`src/rtl/mlp_pkg.sv`:
```
// shared types, byte codes and result codes for the metric line parser
`default_nettype none

package mlp_pkg;

    localparam int BYTE_W   = 8;
    localparam int STATUS_W = 2;
    localparam int LEN_W    = 10;
    localparam int KIND_W   = 2;
    localparam int TOTAL_W  = 32;

    localparam logic [LEN_W-1:0] LEN_MAX       = '1;
    localparam logic [LEN_W-1:0] MAX_PATH_INIT = '1;

    // byte codes
    localparam logic [BYTE_W-1:0] C_LF    = 8'h0A;
    localparam logic [BYTE_W-1:0] C_CR    = 8'h0D;
    localparam logic [BYTE_W-1:0] C_COLON = 8'h3A;
    localparam logic [BYTE_W-1:0] C_BAR   = 8'h7C;
    localparam logic [BYTE_W-1:0] C_CH_C  = 8'h63;
    localparam logic [BYTE_W-1:0] C_CH_M  = 8'h6D;
    localparam logic [BYTE_W-1:0] C_CH_G  = 8'h67;

    localparam int KA_LEN = 9;

    // line status codes
    localparam logic [STATUS_W-1:0] ST_POINT     = 2'd0;
    localparam logic [STATUS_W-1:0] ST_KEEPALIVE = 2'd1;
    localparam logic [STATUS_W-1:0] ST_INVALID   = 2'd2;

    // metric kind codes
    localparam logic [KIND_W-1:0] KIND_COUNTER = 2'd0;
    localparam logic [KIND_W-1:0] KIND_TIMER   = 2'd1;
    localparam logic [KIND_W-1:0] KIND_GAUGE   = 2'd2;

    typedef struct packed {
        logic              valid;
        logic [BYTE_W-1:0] data;
    } t_byte_slot;

    typedef struct packed {
        logic [STATUS_W-1:0] line_status;
        logic [LEN_W-1:0]    path_length;
        logic [LEN_W-1:0]    value_length;
        logic [KIND_W-1:0]   metric_kind;
        logic [TOTAL_W-1:0]  point_total;
        logic [TOTAL_W-1:0]  invalid_total;
    } t_result;

    // expected byte of the keepalive word at a given position
    function automatic logic [BYTE_W-1:0] f_ka_char(input logic [3:0] idx);
        logic [BYTE_W-1:0] c;
        case (idx)
            4'd0:    c = 8'h6B;
            4'd1:    c = 8'h65;
            4'd2:    c = 8'h65;
            4'd3:    c = 8'h70;
            4'd4:    c = 8'h61;
            4'd5:    c = 8'h6C;
            4'd6:    c = 8'h69;
            4'd7:    c = 8'h76;
            4'd8:    c = 8'h65;
            default: c = 8'h00;
        endcase
        return c;
    endfunction

endpackage

`default_nettype wire

```
`src/rtl/mlp_ifs.sv`:
```
// valid/ready channel interfaces for the byte input and the line result output
`default_nettype none

interface mlp_in_if;
    import mlp_pkg::*;

    logic              valid;
    logic              ready;
    logic [BYTE_W-1:0] data_byte;

    modport source (output valid, output data_byte, input ready);
    modport sink   (input valid, input data_byte, output ready);
endinterface

interface mlp_out_if;
    import mlp_pkg::*;

    logic                valid;
    logic                ready;
    logic [STATUS_W-1:0] line_status;
    logic [LEN_W-1:0]    path_length;
    logic [LEN_W-1:0]    value_length;
    logic [KIND_W-1:0]   metric_kind;
    logic [TOTAL_W-1:0]  point_total;
    logic [TOTAL_W-1:0]  invalid_total;

    modport source (output valid, output line_status, output path_length,
                    output value_length, output metric_kind, output point_total,
                    output invalid_total, input ready);
    modport sink   (input valid, input line_status, input path_length,
                    input value_length, input metric_kind, input point_total,
                    input invalid_total, output ready);
endinterface

`default_nettype wire

```
`src/rtl/mlp_in_stage.sv`:
```
// input register that holds one accepted byte until the line core takes it
`default_nettype none

module mlp_in_stage (
    input  wire                 i_clk,
    input  wire                 i_rst_n,
    mlp_in_if.sink              i_byte,
    input  wire                 i_take,
    output mlp_pkg::t_byte_slot o_slot
);
    import mlp_pkg::*;

    logic              r_valid;
    logic              n_valid;
    logic [BYTE_W-1:0] r_data;
    logic              accept;

    assign i_byte.ready = !r_valid || i_take;
    assign accept       = i_byte.valid && i_byte.ready;

    always_comb begin
        n_valid = r_valid;
        if (accept) begin
            n_valid = 1'b1;
        end else if (i_take) begin
            n_valid = 1'b0;
        end
    end

    always_ff @(posedge i_clk) begin
        if (!i_rst_n) begin
            r_valid <= 1'b0;
        end else begin
            r_valid <= n_valid;
        end
    end

    always_ff @(posedge i_clk) begin
        if (accept) begin
            r_data <= i_byte.data_byte;
        end
    end

    assign o_slot.valid = r_valid;
    assign o_slot.data  = r_data;

endmodule

`default_nettype wire

```
`src/rtl/mlp_line_core.sv`:
```
// per-line parse state, line classification and running totals
`default_nettype none

module mlp_line_core #(
    parameter int LINE_MAX_BYTES = 1024
) (
    input  wire                          i_clk,
    input  wire                          i_rst_n,
    input  mlp_pkg::t_byte_slot          i_slot,
    input  wire                          i_space,
    input  wire                          i_cfg_we,
    input  wire [mlp_pkg::LEN_W-1:0]     i_cfg_data,
    output logic                         o_take,
    output logic                         o_load,
    output mlp_pkg::t_result             o_result
);
    import mlp_pkg::*;

    localparam int PW = $clog2(LINE_MAX_BYTES + 1);
    localparam int CW = (PW > LEN_W) ? PW : LEN_W;

    typedef struct packed {
        logic [PW-1:0]     pos;
        logic              lead_skip;
        logic              held_cr;
        logic              colon_found;
        logic [PW-1:0]     colon_pos;
        logic              bar_found;
        logic [PW-1:0]     bar_pos;
        logic [BYTE_W-1:0] type_byte;
        logic              ka_match;
        logic              overflow;
    } t_line;

    localparam t_line LINE_CLEAR = '{
        pos: '0, lead_skip: 1'b0, held_cr: 1'b0, colon_found: 1'b0,
        colon_pos: '0, bar_found: 1'b0, bar_pos: '0, type_byte: '0,
        ka_match: 1'b1, overflow: 1'b0
    };

    t_line              r_line;
    t_line              n_line;
    logic [TOTAL_W-1:0] r_point_cnt;
    logic [TOTAL_W-1:0] n_point_cnt;
    logic [TOTAL_W-1:0] r_invalid_cnt;
    logic [TOTAL_W-1:0] n_invalid_cnt;
    logic [LEN_W-1:0]   r_max_path;

    logic               is_lf;
    logic               produce;
    logic [STATUS_W-1:0] status;
    logic [KIND_W-1:0]  kind;
    logic [LEN_W-1:0]   plen;
    logic [LEN_W-1:0]   vlen;
    logic [PW-1:0]      vdiff;
    logic [CW-1:0]      vdiff_ext;
    logic [CW-1:0]      colon_ext;
    t_line              stepped;

    // one content byte into the line state
    function automatic t_line f_take(input t_line s, input logic [BYTE_W-1:0] b);
        t_line t;
        t = s;
        if (s.pos >= PW'(LINE_MAX_BYTES)) begin
            t.overflow = 1'b1;
        end else begin
            if (s.pos < PW'(KA_LEN)) begin
                if (b != f_ka_char(s.pos[3:0])) begin
                    t.ka_match = 1'b0;
                end
            end else begin
                t.ka_match = 1'b0;
            end
            if (!s.colon_found) begin
                if (b == C_COLON) begin
                    t.colon_found = 1'b1;
                    t.colon_pos   = s.pos;
                end
            end else if (!s.bar_found) begin
                if (b == C_BAR) begin
                    t.bar_found = 1'b1;
                    t.bar_pos   = s.pos;
                end
            end else if (s.pos == s.bar_pos + PW'(1)) begin
                t.type_byte = b;
            end
            t.pos = s.pos + PW'(1);
        end
        return t;
    endfunction

    assign is_lf     = (i_slot.data == C_LF);
    assign produce   = is_lf && (r_line.pos != '0);
    assign o_take    = i_slot.valid && (!produce || i_space);
    assign o_load    = i_slot.valid && produce && i_space;

    assign colon_ext = CW'(r_line.colon_pos);
    assign vdiff     = r_line.bar_pos - r_line.colon_pos - PW'(1);
    assign vdiff_ext = CW'(vdiff);

    // classification of the finished line
    always_comb begin
        status = ST_INVALID;
        kind   = KIND_COUNTER;
        plen   = '0;
        vlen   = '0;
        if (r_line.overflow) begin
            status = ST_INVALID;
        end else if (!r_line.colon_found) begin
            if (r_line.pos == PW'(KA_LEN) && r_line.ka_match) begin
                status = ST_KEEPALIVE;
            end
        end else if (r_line.colon_pos == '0 ||
                     r_line.colon_pos + PW'(1) >= r_line.pos) begin
            status = ST_INVALID;
        end else if (!r_line.bar_found) begin
            status = ST_INVALID;
        end else if (colon_ext > CW'(r_max_path)) begin
            status = ST_INVALID;
        end else begin
            case (r_line.type_byte)
                C_CH_C: begin
                    status = ST_POINT;
                    kind   = KIND_COUNTER;
                end
                C_CH_M: begin
                    status = ST_POINT;
                    kind   = KIND_TIMER;
                end
                C_CH_G: begin
                    status = ST_POINT;
                    kind   = KIND_GAUGE;
                end
                default: begin
                    status = ST_INVALID;
                end
            endcase
            if (status == ST_POINT) begin
                plen = LEN_W'(colon_ext);
                vlen = (vdiff_ext > CW'(LEN_MAX)) ? LEN_MAX : LEN_W'(vdiff_ext);
            end
        end
    end

    // line state after a non-newline byte; a held cr turns out to be content
    always_comb begin
        stepped = r_line;
        if (stepped.held_cr) begin
            stepped.held_cr = 1'b0;
            stepped = f_take(stepped, C_CR);
        end
        if (i_slot.data == C_CR) begin
            if (stepped.pos == '0 && !stepped.lead_skip) begin
                stepped.lead_skip = 1'b1;
            end else begin
                stepped.held_cr = 1'b1;
            end
        end else begin
            stepped.lead_skip = 1'b1;
            stepped = f_take(stepped, i_slot.data);
        end
    end

    always_comb begin
        n_line        = r_line;
        n_point_cnt   = r_point_cnt;
        n_invalid_cnt = r_invalid_cnt;
        if (o_take) begin
            if (is_lf) begin
                n_line = LINE_CLEAR;
                if (produce) begin
                    if (status == ST_POINT) begin
                        n_point_cnt = r_point_cnt + TOTAL_W'(1);
                    end else if (status == ST_INVALID) begin
                        n_invalid_cnt = r_invalid_cnt + TOTAL_W'(1);
                    end
                end
            end else begin
                n_line = stepped;
            end
        end
    end

    always_ff @(posedge i_clk) begin
        if (!i_rst_n) begin
            r_line        <= LINE_CLEAR;
            r_point_cnt   <= '0;
            r_invalid_cnt <= '0;
            r_max_path    <= MAX_PATH_INIT;
        end else begin
            r_line        <= n_line;
            r_point_cnt   <= n_point_cnt;
            r_invalid_cnt <= n_invalid_cnt;
            if (i_cfg_we) begin
                r_max_path <= i_cfg_data;
            end
        end
    end

    assign o_result.line_status   = status;
    assign o_result.path_length   = plen;
    assign o_result.value_length  = vlen;
    assign o_result.metric_kind   = kind;
    assign o_result.point_total   = n_point_cnt;
    assign o_result.invalid_total = n_invalid_cnt;

endmodule

`default_nettype wire

```
`src/rtl/mlp_out_stage.sv`:
```
// result register that holds one line result until it is taken
`default_nettype none

module mlp_out_stage (
    input  wire              i_clk,
    input  wire              i_rst_n,
    input  wire              i_load,
    input  mlp_pkg::t_result i_result,
    output logic             o_space,
    mlp_out_if.source        o_line
);
    import mlp_pkg::*;

    logic    r_valid;
    logic    n_valid;
    t_result r_result;

    assign o_space = !r_valid || o_line.ready;

    always_comb begin
        n_valid = r_valid;
        if (i_load) begin
            n_valid = 1'b1;
        end else if (o_line.ready) begin
            n_valid = 1'b0;
        end
    end

    always_ff @(posedge i_clk) begin
        if (!i_rst_n) begin
            r_valid <= 1'b0;
        end else begin
            r_valid <= n_valid;
        end
    end

    always_ff @(posedge i_clk) begin
        if (i_load) begin
            r_result <= i_result;
        end
    end

    assign o_line.valid         = r_valid;
    assign o_line.line_status   = r_result.line_status;
    assign o_line.path_length   = r_result.path_length;
    assign o_line.value_length  = r_result.value_length;
    assign o_line.metric_kind   = r_result.metric_kind;
    assign o_line.point_total   = r_result.point_total;
    assign o_line.invalid_total = r_result.invalid_total;

endmodule

`default_nettype wire

```
`src/rtl/metric_line_parser.sv`:
```
// top level of the metric line parser
// Takes one text byte per cycle on i_byte and gives one result on o_line for every
// non-empty line ended by a newline: metric point (path:value|type with type c, m
// or g), keepalive, or invalid. A transferred byte sits in an input register and
// is parsed from there by compare-and-count logic; a line result is loaded into
// the result register, which drives o_line. The sustained rate is one byte per
// cycle; i_byte.ready drops only while a newline waits in the input register and
// the result register is still held by a stalled o_line. i_cfg_we writes
// max_path_length from i_cfg_data (reset 1023). LINE_MAX_BYTES sets the longest
// line kept; longer lines are reported invalid.
`default_nettype none

module metric_line_parser #(
    parameter int LINE_MAX_BYTES = 1024
) (
    input  wire                      i_clk,
    input  wire                      i_rst_n,
    mlp_in_if.sink                   i_byte,
    mlp_out_if.source                o_line,
    input  wire                      i_cfg_we,
    input  wire [mlp_pkg::LEN_W-1:0] i_cfg_data
);
    import mlp_pkg::*;

    t_byte_slot slot;
    t_result    result;
    logic       take;
    logic       load;
    logic       space;

    mlp_in_stage u_in_stage (
        .i_clk   (i_clk),
        .i_rst_n (i_rst_n),
        .i_byte  (i_byte),
        .i_take  (take),
        .o_slot  (slot)
    );

    mlp_line_core #(
        .LINE_MAX_BYTES (LINE_MAX_BYTES)
    ) u_line_core (
        .i_clk      (i_clk),
        .i_rst_n    (i_rst_n),
        .i_slot     (slot),
        .i_space    (space),
        .i_cfg_we   (i_cfg_we),
        .i_cfg_data (i_cfg_data),
        .o_take     (take),
        .o_load     (load),
        .o_result   (result)
    );

    mlp_out_stage u_out_stage (
        .i_clk    (i_clk),
        .i_rst_n  (i_rst_n),
        .i_load   (load),
        .i_result (result),
        .o_space  (space),
        .o_line   (o_line)
    );

endmodule

`default_nettype wire

```
`src/flat_wrapper.sv`:
```
// flat-port wrapper written by rule: the top's interface ports become plain ports
module metric_line_parser_flat import mlp_pkg::*;
#(
    parameter int LINE_MAX_BYTES = 1024
)
  (i_clk, i_rst_n, i_cfg_we, i_cfg_data, i_byte_valid, i_byte_data_byte, i_byte_ready, o_line_valid, o_line_line_status, o_line_path_length, o_line_value_length, o_line_metric_kind, o_line_point_total, o_line_invalid_total, o_line_ready);
  mlp_in_if i_byte_i ();
  mlp_out_if o_line_i ();
  input  wire i_clk;
  input  wire i_rst_n;
  input  wire i_cfg_we;
  input  wire [mlp_pkg::LEN_W-1:0] i_cfg_data;
  input wire logic [$bits(i_byte_i.valid)-1:0] i_byte_valid;
  input wire logic [$bits(i_byte_i.data_byte)-1:0] i_byte_data_byte;
  output wire logic [$bits(i_byte_i.ready)-1:0] i_byte_ready;
  output wire logic [$bits(o_line_i.valid)-1:0] o_line_valid;
  output wire logic [$bits(o_line_i.line_status)-1:0] o_line_line_status;
  output wire logic [$bits(o_line_i.path_length)-1:0] o_line_path_length;
  output wire logic [$bits(o_line_i.value_length)-1:0] o_line_value_length;
  output wire logic [$bits(o_line_i.metric_kind)-1:0] o_line_metric_kind;
  output wire logic [$bits(o_line_i.point_total)-1:0] o_line_point_total;
  output wire logic [$bits(o_line_i.invalid_total)-1:0] o_line_invalid_total;
  input wire logic [$bits(o_line_i.ready)-1:0] o_line_ready;
  assign i_byte_i.valid = i_byte_valid;
  assign i_byte_i.data_byte = i_byte_data_byte;
  assign i_byte_ready = i_byte_i.ready;
  assign o_line_valid = o_line_i.valid;
  assign o_line_line_status = o_line_i.line_status;
  assign o_line_path_length = o_line_i.path_length;
  assign o_line_value_length = o_line_i.value_length;
  assign o_line_metric_kind = o_line_i.metric_kind;
  assign o_line_point_total = o_line_i.point_total;
  assign o_line_invalid_total = o_line_i.invalid_total;
  assign o_line_i.ready = o_line_ready;
  metric_line_parser #(.LINE_MAX_BYTES(LINE_MAX_BYTES)) u_core (.i_clk(i_clk), .i_rst_n(i_rst_n), .i_byte(i_byte_i), .o_line(o_line_i), .i_cfg_we(i_cfg_we), .i_cfg_data(i_cfg_data));
endmodule
```
`config.mk`:
```
export PLATFORM = sky130hd
export DESIGN_NAME = metric_line_parser_flat
export DESIGN_NICKNAME = d
export VERILOG_FILES = /design/src/rtl/mlp_pkg.sv /design/src/rtl/mlp_ifs.sv /design/src/rtl/mlp_in_stage.sv /design/src/rtl/mlp_line_core.sv /design/src/rtl/mlp_out_stage.sv /design/src/rtl/metric_line_parser.sv /design/src/flat_wrapper.sv
export SDC_FILE = /design/constraint.sdc
export NUM_CORES = 1
export LEC_CHECK = 0
export ABC_AREA = 1
export BUFFER_PORTS_ARGS = -buffer_cell sky130_fd_sc_hd__buf_4
export CAP_MARGIN = 20
export CORE_ASPECT_RATIO = 1.25
export CORE_MARGIN = 8
export CORE_UTILIZATION = 30
export DETAILED_ROUTE_END_ITERATION = 10
export MAX_ROUTING_LAYER = met4
export PLACE_DENSITY_LB_ADDON = 0.08
export SLEW_MARGIN = 5
export SYNTH_ARGS = -nofsm -noshare
export SYNTH_HDL_FRONTEND = slang
export SYNTH_SLANG_ARGS = --single-unit
```
`constraint.sdc`:
```
create_clock -name i_clk -period 3.4 [get_ports i_clk]
set_input_delay 0.51 -clock i_clk [delete_from_list [all_inputs] [get_ports i_clk]]
set_output_delay 0.51 -clock i_clk [all_outputs]
set_load 0.02 [all_outputs]
```
== Word level (Yosys, flattened, before mapping) ==
Memory sizes are Yosys's and may differ from the RTL's. A register that Yosys moved wholly into a read port is not among the register bits.
Index checks and enable logic that the tools add are counted.

* $mul: 0
* Bitwise logic cells: 3
* Divide/modulo/power cells: 0
* $add $sub $neg: 9
* Mux-type cells: 62
* Reduce and logical (&&, ||, !) cells: 25
* $lt $le $gt $ge: 7
* Shift-type cells: 0
* Equality and inequality tests: 13

{| class="wikitable"
|+ Operators by type and width
! kind !! count
|-
| $mux 32 || 9
|-
| $mux 47 || 2
|-
| $mux 8 || 11
|-
| $add 32x1->32 const B || 2
|-
| $add 11x1->11 const B || 5
|-
| $mux 12 || 4
|-
| $mux 34 || 1
|-
| $mux 11 || 3
|-
| $mux 33 || 1
|-
| $eq 8x7->1 const B || 4
|-
| $mux 2 || 13
|-
| $eq 11x11->1 || 2
|-
| $ge 11x11->1 const B || 2
|-
| $logic_not 11->1 || 2
|-
| $lt 11x4->1 const B || 2
|-
| $mux 20 || 1
|-
| $eq 8x4->1 const B || 2
|-
| $mux 1 || 12
|-
| $eq 11x4->1 const B || 1
|-
| $ge 11x11->1 || 1
|-
| $gt 11x10->1 || 1
|-
| $gt 11x10->1 const B || 1
|-
| $reduce_bool 11->1 || 1
|-
| $sub 11x1->11 const B || 1
|-
| 18 further kinds || 35
|}

* Memories kept: 2
* Bits of input ports: 23
* Word-level logic and storage cells: 143
* Memory bits (writable): 0
* ROM bits: 224
* Output and inout bits: 90
* Flip-flop bits (word level): 219
* Latch bits: 0

{| class="wikitable"
|+ Memories
! memory !! words !! bits a word !! rd ports !! clocked after Yosys merged registers in !! wr ports !! line !! RTL
|-
| (name not given) || 16 || 7 || 1 || 1 || 0 || mlp_pkg.sv:53 || <nowiki>case (idx)</nowiki>
|-
| (name not given) || 16 || 7 || 1 || 0 || 0 || mlp_pkg.sv:53 ||
|}

== Logic depth before layout (Yosys ltp) ==
Gate-level depths: netlist of run 1.

* Depth after elaboration: 21
* Depth in mapped cells: 25
* Gate-level depth less buffers: 25

== Modules after synthesis ==
A second synthesis of run 1 with hierarchy kept.

* Cell total of the unflattened synthesis: 1597
* Area, all modules: 12426.9 µm²

{| class="wikitable"
|+ Modules (own cells, without submodules)
! module !! instances !! area each (µm²) !! sequential area each (µm²) !! cells each
|-
| mlp_line_core || 1 || 9439.1 || 2542.4 || 1487
|-
| mlp_out_stage || 1 || 2688.8 || 2662.6 || 94
|-
| mlp_in_stage || 1 || 299.0 || 260.2 || 16
|}

== Worst setup path after synthesis of run 1 ==
OpenSTA, ideal clock, no wires.

* Kind: register to register
* From: reg u_core.u_line_core.r_line, in the netlist u_core.u_line_core.colon_ext[0]
* To: reg u_core.u_out_stage.r_result, in the netlist u_core.u_out_stage.o_line.point_total[28], data pin
* Cell stages (with the launch flop): 24
* Arrival time: 2845 ps
* Setup slack: 298 ps
* Buffers on the path: 1
* Setup time: 257 ps
* Required time: 3143 ps
* Path through: dfxtp_1 > ha_1 > nand3_1 > nor2_1 > nand2_1 > nor2_1 > inv_1 > nor2_1 > nand3_1 > xor2_1 > inv_1 > ha_1 > nand2_1 > nor2_1 > nand2_1 > nand4_1 > a21oi_1 > nand2_1 > nor2_2 > buf_4 > nand3_1 > nor2_1 > xor2_1 > inv_1

{| class="wikitable"
|+ RTL lines
! what !! line !! RTL
|-
| start, declared || mlp_line_core.sv:41 || <nowiki>t_line r_line;</nowiki>
|-
| start signal, assigned || mlp_line_core.sv:191 || <nowiki>r_line <= n_line;</nowiki>
|-
| end signal, assigned || mlp_out_stage.sv:39 || <nowiki>r_result <= i_result;</nowiki>
|-
| end, declared || mlp_out_stage.sv:16 || <nowiki>t_result r_result;</nowiki>
|}

== Worst setup path in the final report of run 1 ==
* From: reg u_core.u_line_core.r_line, in the netlist u_core.u_line_core.colon_ext[0]
* To: reg u_core.u_line_core.r_invalid_cnt[3]

* Word-level cells in the longest chain between the ends: 12
* Elaborated cells on any way between the ends: 17
* Those cells by class: add/sub: 1; order compare: 2; eq/ne: 1; mux: 10; reduce/logical: 3

{| class="wikitable"
|+ RTL lines
! what !! line !! RTL
|-
| $add 11x1->11 / $gt 11x10->1 (equally long branches) || mlp_line_core.sv:114, mlp_line_core.sv:118 ||
|-
| $ge 11x11->1 / $mux 2 (equally long branches) || mlp_line_core.sv:114, mlp_line_core.sv:118 ||
|-
| $logic_or 1x1->1 / $mux 2 (equally long branches) || mlp_line_core.sv:113, mlp_line_core.sv:116 ||
|-
| $mux 2 * || mlp_line_core.sv:113 || <nowiki>end else if (r_line.colon_pos == '0 ||</nowiki>
|-
| $mux 2 * || mlp_line_core.sv:109 || <nowiki>end else if (!r_line.colon_found) begin</nowiki>
|-
| $mux 2 * || mlp_line_core.sv:107 || <nowiki>if (r_line.overflow) begin</nowiki>
|-
| $eq 2x2->1 || mlp_line_core.sv:174 || <nowiki>end else if (status == ST_INVALID) begin</nowiki>
|-
| $mux 32 || mlp_line_core.sv:174 ||
|-
| $mux 32 * || mlp_line_core.sv:172 || <nowiki>if (status == ST_POINT) begin</nowiki>
|-
| $mux 32 * || mlp_line_core.sv:171 || <nowiki>if (produce) begin</nowiki>
|-
| $mux 32 * || mlp_line_core.sv:169 || <nowiki>if (is_lf) begin</nowiki>
|-
| $mux 32 * || mlp_line_core.sv:168 || <nowiki>if (o_take) begin</nowiki>
|-
| end signal, assigned || mlp_line_core.sv:193 || <nowiki>r_invalid_cnt <= n_invalid_cnt;</nowiki>
|-
| end, declared || mlp_line_core.sv:45 || <nowiki>logic [TOTAL_W-1:0] r_invalid_cnt;</nowiki>
|}

Mark *: on every way between the ends. The rest lies on a longest branch, timed or not.
A chain may end at the register's enable or synchronous reset.

==> key figures, run 1 <==
Run status
  • Status: finished, final reports clean

Clock tree
  • Clk_lat worst skew: 0.54 ns
  • CTS H-Tree Depth: 1
  • Hold-fix buffer count after cts: 0
  • Clock sinks: 225
  • Clock Path Buffers: 3
  • Clock Pin Slew Worst Setup and Hold Paths: 0.06 ns
  • CTS root buffer: clkbuf_16
  • CTS tree: yes
  • Num CTS Buffers: 26

STA
  • Min Tclk post-route: 3.15 ns
  • Share of the clock period used by the worst path: 0.927
  • Achievable Freq: 317 MHz
  • Slew HR: 0.594
  • Worst slew pin tran: 0.609 ns
  • Setup violators final: 0
  • Max-slew violation count: 0
  • Final hold vios: 0
  • Final Skew: 0.0121 ns

Synthesis
  • #FFs+latches synth: 225
  • Synth top area cells: edfxtp_1 (23%), dfxtp_1 (21%), nand2_1 (11%), inv_1 (7.2%), nor2_1 (5.0%)
  • Post-synth EDFFs: 96
  • Yosys top cell area share: 0.235
  • Synth cell types: 48
  • Yosys top cell by area: edfxtp_1
  • FFs w/ async S/R, synth: 0
  • Syn nets: 1657
  • Sequential-to-total area share from yosys stat: 0.445
  • Syn avg cell area: 7.73 µm²
  • Synthesized area: 12300 µm²
  • Post-synth top flop: dfxtp_1
  • Synth warn: 0
  • Synth Instances: 1588

Layout
  • Core Util, Final: 0.375
  • ANT cells: 0
  • Fin area: 15300 µm²
  • Layout cell share with drive strength beyond 1: 0.177
  • # nets final: 1833
  • Post-Layout Cell Count: 2336
  • Layout area overhead: 24.5%

Die
  • Die width: 197 µm
  • Initial core utilization: 0.301
  • # IOs: 113
  • Die span in y: 242 µm
  • # rows: 83
  • Core box area: 40700 µm²
  • Full die area: 47700 µm²

GRT
  • Vias in the first global route: 10700
  • Largest net degree at the start of global routing: 49
  • Initial antenna violation count: 0
  • First-pass GRT wire length: 60.0 mm
  • Total track usage: 0.162
  • Remaining Overflow, GRT: 0

Setup path
  • Worst path required time: 3.80 ns
  • Critical Path Sink Type: register
  • Depth of the most critical reg-to-reg path: 23
  • CP startpoint kind: register
  • Beginning of the critical path: u_core.u_line_core.colon_ext[0]$_SDFFE_PN0P_
  • Reg2reg end: u_core.u_line_core.r_invalid_cnt[3]$_SDFF_PN0_
  • Critical setup path kind: reg2reg
  • R2r setup slk: 0.25 ns
  • Worst EP arrival: 3.55 ns
  • CP endpoint: u_core.u_line_core.r_invalid_cnt[3]$_SDFF_PN0_
  • Peak fanout along the critical path: 5
  • Reg2reg start: u_core.u_line_core.colon_ext[0]$_SDFFE_PN0P_

Power
  • Seq pwr share: 0.478
  • Switching portion of total power: 0.222
  • Psw: 1.32 mW
  • Leak: 6.57 nW
  • Logic pwr share: 0.034
  • Clock power frac: 0.488
  • Cell Pwr Density: 389 nW/µm²
  • Internal power: 4.62 mW
  • Worst vdd ir: 0.000298 V

Route
  • Avg Vias per Cell: 4.60
  • Detailed-router iteration count before antenna repair: 6
  • WL/cell: 16.4 µm
  • Antenna-violating nets left: 0
  • Total number of vias: 10700
  • Iter 0 DRT Violations: 507
  • Total wire length: 38.4 mm
  • Residual DRC count: 0

Placement
  • Placed Area: 14100 µm²
  • GP Congestion: 0.924
  • Detail Placement HPWL: 29.9 mm
  • # placed instances: 2281
  • Buffers on Ports: 112

Min path
  • Hold crit path type: in2reg
  • Hold Crit Start: i_byte_data_byte[3]

Run
  • Max cap viols: 0
-- synthesized netlist by cell type, types with 16 or more instances --
library cell / n
nor3_1: 40
edfxtp_1: 96
nand4_1: 31
nor2_1: 163
xor2_1: 46
ha_1: 45
clkbuf_1: 16
nand3b_1: 18
o21ai_0: 49
nand3_1: 106
a21oi_1: 106
dfxtp_1: 129
nand2_1: 363
inv_1: 236
-- cells by family (layout without fill, tap and decap cells) --
family,count (synthesis),count (layout),share of synthesized area
XOR/XNOR,57,57,0.0407
flip-flops,225,225,0.445
adder cells (fa/ha/maj),46,46,0.0475
AO/OA/AOI/OAI,190,190,0.0834
AND/OR/NAND/NOR,786,786,0.291
buffers and inverters,284,480,0.0920
-- layout by cell type, fill, tap and decap left out, drive strengths merged, types with 43 or more instances in the layout --
master / synthesis / routed
edfxtp: 96 / 96
a21oi: 107 / 107
buf: 20 / 183
nor3: 43 / 43
xor2: 46 / 46
dfxtp: 129 / 129
nand3: 114 / 114
o21ai: 53 / 53
inv: 248 / 249
nor2: 183 / 183
nand2: 374 / 374
ha: 45 / 45
-- power groups by stage --
stage	clock, mW	sequential (mW)	combinational [mW]
floorplan	0	2.89	0.124
global placement	0	2.90	0.202
detailed placement	0	2.90	0.203
CTS	3.01	2.84	0.204
global route	3.10	2.84	0.227
finish	2.90	2.84	0.201
-- repair_timing --
action / in CTS / in global routing
pin swaps: 0 / 8
gates resized for setup: 1 / 41
cloned: 0 / 1
buffers inserted: 0 / 6
endpoints found under the setup margin: 5 / 130
-- final cells by class --
type	instances	area (µm²)
Clock inverter	10	87.6
Timing Repair Buffer	184	1430
Multi-Input combinational cell	1079	5840
Sequential cell	225	5470
Fill cell	4402	25400
Tap cell	552	691
Clock buffer	38	808
Inverter	248	945
-- state kept, by name, indices dropped and copies added, names as in the netlist, named ones only --
register and flops:
u_core.u_out_stage.o_line.path_length 10, u_core.u_line_core.r_point_cnt 32, u_core.u_line_core.r_invalid_cnt 32, u_core.u_line_core.r_max_path 10
u_core.u_out_stage.o_line.point_total 32, u_core.u_line_core.colon_ext 11, u_core.u_in_stage.r_data 8, u_core.u_out_stage.o_line.invalid_total 32
u_core.u_out_stage.o_line.valid 1, u_core.u_out_stage.o_line.line_status 2, u_core.u_out_stage.o_line.metric_kind 2, u_core.u_line_core.r_line 36
u_core.u_in_stage.r_valid 1, u_core.u_out_stage.o_line.value_length 10
-- worst max-delay path, stage by stage, from the launching register on --
cell and delay [ns]:
dfxtp_2 0.36, ha_4 0.15, nand3_2 0.08, nor2_1 0.10, nand2_1 0.07, nor2_1 0.09
inv_1 0.07, nor2_2 0.10, buf_4 0.11, xor2_1 0.13, inv_1 0.05, ha_1 0.26
inv_1 0.07, nor2_2 0.04, nand2_1 0.05, nand4_1 0.08, a21oi_2 0.23, nand4_4 0.21
nand3_4 0.17, buf_12 0.13, nor2_1 0.05, xor2_1 0.22, buf_4 0.15, nor2_1 0.03
-- layer usage --
layer	up-vias	wire, µm	global-route usage
met3	59	1410	0.0207
met2	193	19100	0.281
li1	5517	-	-
met4	0	1270	0.0563
met1	4968	16600	0.191
met5	-	0	-
-- metrics by stage --
stage | worst slack [ns] | hold WS [ns] | TNS [ns] | total power [mW]
after floorplan | 0.298 | 0.435 | 0 | 3.02
after global placement | 0.0500 | 0.457 | 0 | 3.10
after detailed placement | -0.0436 | 0.462 | -0.127 | 3.10
after CTS | 0.0100 | 0.108 | 0 | 6.05
after global routing | -0.0291 | 0.129 | -0.177 | 6.16
final | 0.249 | 0.144 | 0 | 5.94
-- how the worst min path moves through the flow --
stage                                                          to  depth (start not counted)
finish                      u_core.u_in_stage.r_data[3]$_DFFE_PP_                          1
global route                u_core.u_in_stage.r_data[0]$_DFFE_PP_                          1
CTS                         u_core.u_in_stage.r_data[3]$_DFFE_PP_                          1
detailed placement     u_core.u_line_core.r_line[35]$_SDFFE_PN0P_                          2
global placement    u_core.u_line_core.r_max_path[0]$_SDFFE_PN1P_                          2
floorplan           u_core.u_line_core.r_max_path[0]$_SDFFE_PN1P_                          2
Note: power is estimated with default switching activity, not from simulation.
==> run 2, diff against run 1 <==
--- a/config.mk
+++ b/config.mk
@@ -12,3 +12,3 @@
 export CORE_MARGIN = 8
-export CORE_UTILIZATION = 30
+export CORE_UTILIZATION = 50
 export DETAILED_ROUTE_END_ITERATION = 10
--- a/constraint.sdc
+++ b/constraint.sdc
@@ -3,2 +3,2 @@
 set_output_delay 0.51 -clock i_clk [all_outputs]
-set_load 0.02 [all_outputs]
+set_load 0.05 [all_outputs]
==> key figures, run 2 (synthesized netlist as in run 1, its figures left out) <==
Clock tree
  • Clock Path Buffers: 3
  • Clk_lat worst skew: 0.52 ns
  • Clock sinks: 225
  • CTS H-Tree Depth: 1
  • CTS root buffer: clkbuf_16
  • Clock Pin Slew Worst Setup and Hold Paths: 0.06 ns
  • Hold-fix buffer count after cts: 0
  • CTS tree: yes
  • Num CTS Buffers: 24

Setup path
  • Reg2reg end: u_core.u_out_stage.o_line.point_total[30]$_DFFE_PP_
  • Depth of the most critical reg-to-reg path: 20
  • CP max stage delay: 0.36 ns
  • R2r setup slk: 0.17 ns
  • Worst EP arrival: 3.49 ns
  • Worst path required time: 3.66 ns
  • Reg2reg start: u_core.u_line_core.colon_ext[0]$_SDFFE_PN0P_
  • Critical setup path kind: reg2reg
  • CP startpoint kind: register
  • Peak fanout along the critical path: 7
  • Critical Path Sink Type: register
  • Worst path cell trace: inv_1, nor3_2, nand3_1, nor2_1, nand2_1, nor3_1, xor2_1, ha_1, nand2_2, nor2_2, nand2_1, nand4_1, a21oi_2, nand2_1, buf_6, nor2_4, buf_6, buf_6, nand4_1, xor2_2
  • Worst path slowest cell: dfxtp_2

Die
  • Full die area: 29800 µm²
  • # rows: 64
  • Die span in y: 191 µm
  • Initial core utilization: 0.506
  • Die width: 156 µm
  • Core box area: 24300 µm²
  • # IOs: 113

Placement
  • GP Congestion: 0.952
  • Detail Placement HPWL: 24.8 mm
  • Placed Area: 13700 µm²
  • # placed instances: 2040
  • Pre-CTS WS: -0.0369 ns
  • Buffers on Ports: 112

Power
  • Logic pwr share: 0.035
  • Clock power frac: 0.457
  • Pwr Total: 5.58 mW
  • Seq pwr share: 0.509
  • Internal power: 4.37 mW
  • Switching portion of total power: 0.216
  • Psw: 1.21 mW
  • Worst vdd ir: 0.000355 V
  • Cell Pwr Density: 378 nW/µm²
  • Leak: 6.39 nW

GRT
  • First-pass GRT wire length: 51.7 mm
  • Remaining Overflow, GRT: 0
  • Largest net degree at the start of global routing: 63
  • Vias in the first global route: 10400
  • Initial antenna violation count: 0
  • Total track usage: 0.220

STA
  • Fin Hold WS: 0.174 ns
  • Share of the clock period used by the worst path: 0.949
  • Min Tclk post-route: 3.23 ns
  • Max-slew violation count: 0
  • Unrepaired setup endpoints after global routing: true
  • Worst slew pin tran: 0.784 ns
  • Slew HR: 0.477
  • Final hold vios: 0
  • Setup violators final: 0
  • Post-route setup TNS: 0 ns
  • Achievable Freq: 310 MHz
  • Final Skew: 0.0153 ns
  • Setup ws final: 0.172 ns

Layout
  • Core Util, Final: 0.608
  • Most frequent cells in the layout: nand2_1 (360), inv_1 (235), buf_4 (161)
  • Post-Layout Cell Count: 2095
  • Layout area overhead: 20.3%
  • Biggest register: u_core.u_line_core.r_line
  • # fillers: 2245
  • ANT cells: 0
  • Layout cell share with drive strength beyond 1: 0.168
  • Commonest non-fill, non-tap cell in the layout: nand2_1
  • # nets final: 1816
  • Fin area: 14800 µm²
  • Number of flip-flops in the largest register: 36

Min path
  • Hold Crit Start: i_byte_data_byte[1]
  • Worst hold endpoint: u_core.u_in_stage.r_data[1]$_DFFE_PP_
  • Hold crit path type: in2reg
  • Cell depth of the worst min-delay path: 1

Route
  • Residual DRC count: 0
  • Antenna-violating nets left: 0
  • Iter 0 DRT Violations: 682
  • Detailed-router iteration count before antenna repair: 5
  • Avg Vias per Cell: 5.10
  • Total wire length: 32.6 mm
  • WL/cell: 15.6 µm
  • Total number of vias: 10700

Run status
  • Status: finished, final reports clean

Run
  • Max cap viols: 0
run 2: layout make-up:
| type | count | area, µm² | area share |
|---|---|---|---|
| sequential | 225 | 5470 | 0.371 |
| multi-input combinational | 1080 | 5880 | 0.399 |
| timing repair inverter | 1 | 5.00 | 0.000339 |
| clock inverter | 11 | 82.6 | 0.00560 |
| inverter | 248 | 942 | 0.0639 |
| clock buffer | 33 | 686 | 0.0465 |
| tap | 330 | 413 | 0.0280 |
| timing repair buffer | 167 | 1280 | 0.0865 |
run 2: power groups by stage:
stage	registers, mW	clock network, mW	logic (mW)
after floorplan	2.89	0	0.124
after detailed placement	2.90	0	0.193
final	2.84	2.55	0.193
after CTS	2.84	2.60	0.194
after global placement	2.90	0	0.189
after global routing	2.84	2.70	0.217
run 2: metal layers:
layer / up-vias / part of all wire / track usage
met5: - / 0 / -
met4: 0 / 0.023 / 0.0633
met3: 49 / 0.053 / 0.0337
met2: 256 / 0.51 / 0.393
met1: 4907 / 0.42 / 0.250
li1: 5482 / - / -
run 2: timing repair:
| item | 4_1_cts | 5_1_grt |
|---|---|---|
| cloned | 0 | 2 |
| gates resized for setup | 3 | 54 |
| setup endpoints to repair | 8 | 127 |
| buffers inserted | 0 | 9 |
| pin swaps | 1 | 12 |
run 2: how the worst max path moves through the flow:
stage                                                       startpoint                                                     to  slack [ns]  cells after the start
final                     u_core.u_line_core.colon_ext[0]$_SDFFE_PN0P_    u_core.u_out_stage.o_line.point_total[30]$_DFFE_PP_        0.17                     20
after CTS                 u_core.u_line_core.colon_ext[0]$_SDFFE_PN0P_  u_core.u_out_stage.o_line.invalid_total[19]$_DFFE_PP_      0.0004                     22
after global routing      u_core.u_line_core.colon_ext[0]$_SDFFE_PN0P_    u_core.u_out_stage.o_line.point_total[28]$_DFFE_PP_       -0.08                     21
after detailed placement  u_core.u_line_core.colon_ext[0]$_SDFFE_PN0P_    u_core.u_out_stage.o_line.point_total[12]$_DFFE_PP_       -0.04                     24
after floorplan           u_core.u_line_core.colon_ext[0]$_SDFFE_PN0P_    u_core.u_out_stage.o_line.point_total[28]$_DFFE_PP_        0.30                     23
after global placement    u_core.u_line_core.colon_ext[0]$_SDFFE_PN0P_    u_core.u_out_stage.o_line.point_total[12]$_DFFE_PP_        0.08                     24
run 2: worst max-delay path, delay by kind of cell, from the launching register on:
kind / cells / cell delay (ns)
AO/OA/AOI/OAI: 1 / 0.14
XOR/XNOR: 2 / 0.37
adder cells (fa/ha/maj): 1 / 0.27
buffers and inverters: 4 / 0.46
flip-flops: 1 / 0.36
AND/OR/NAND/NOR: 12 / 1.33
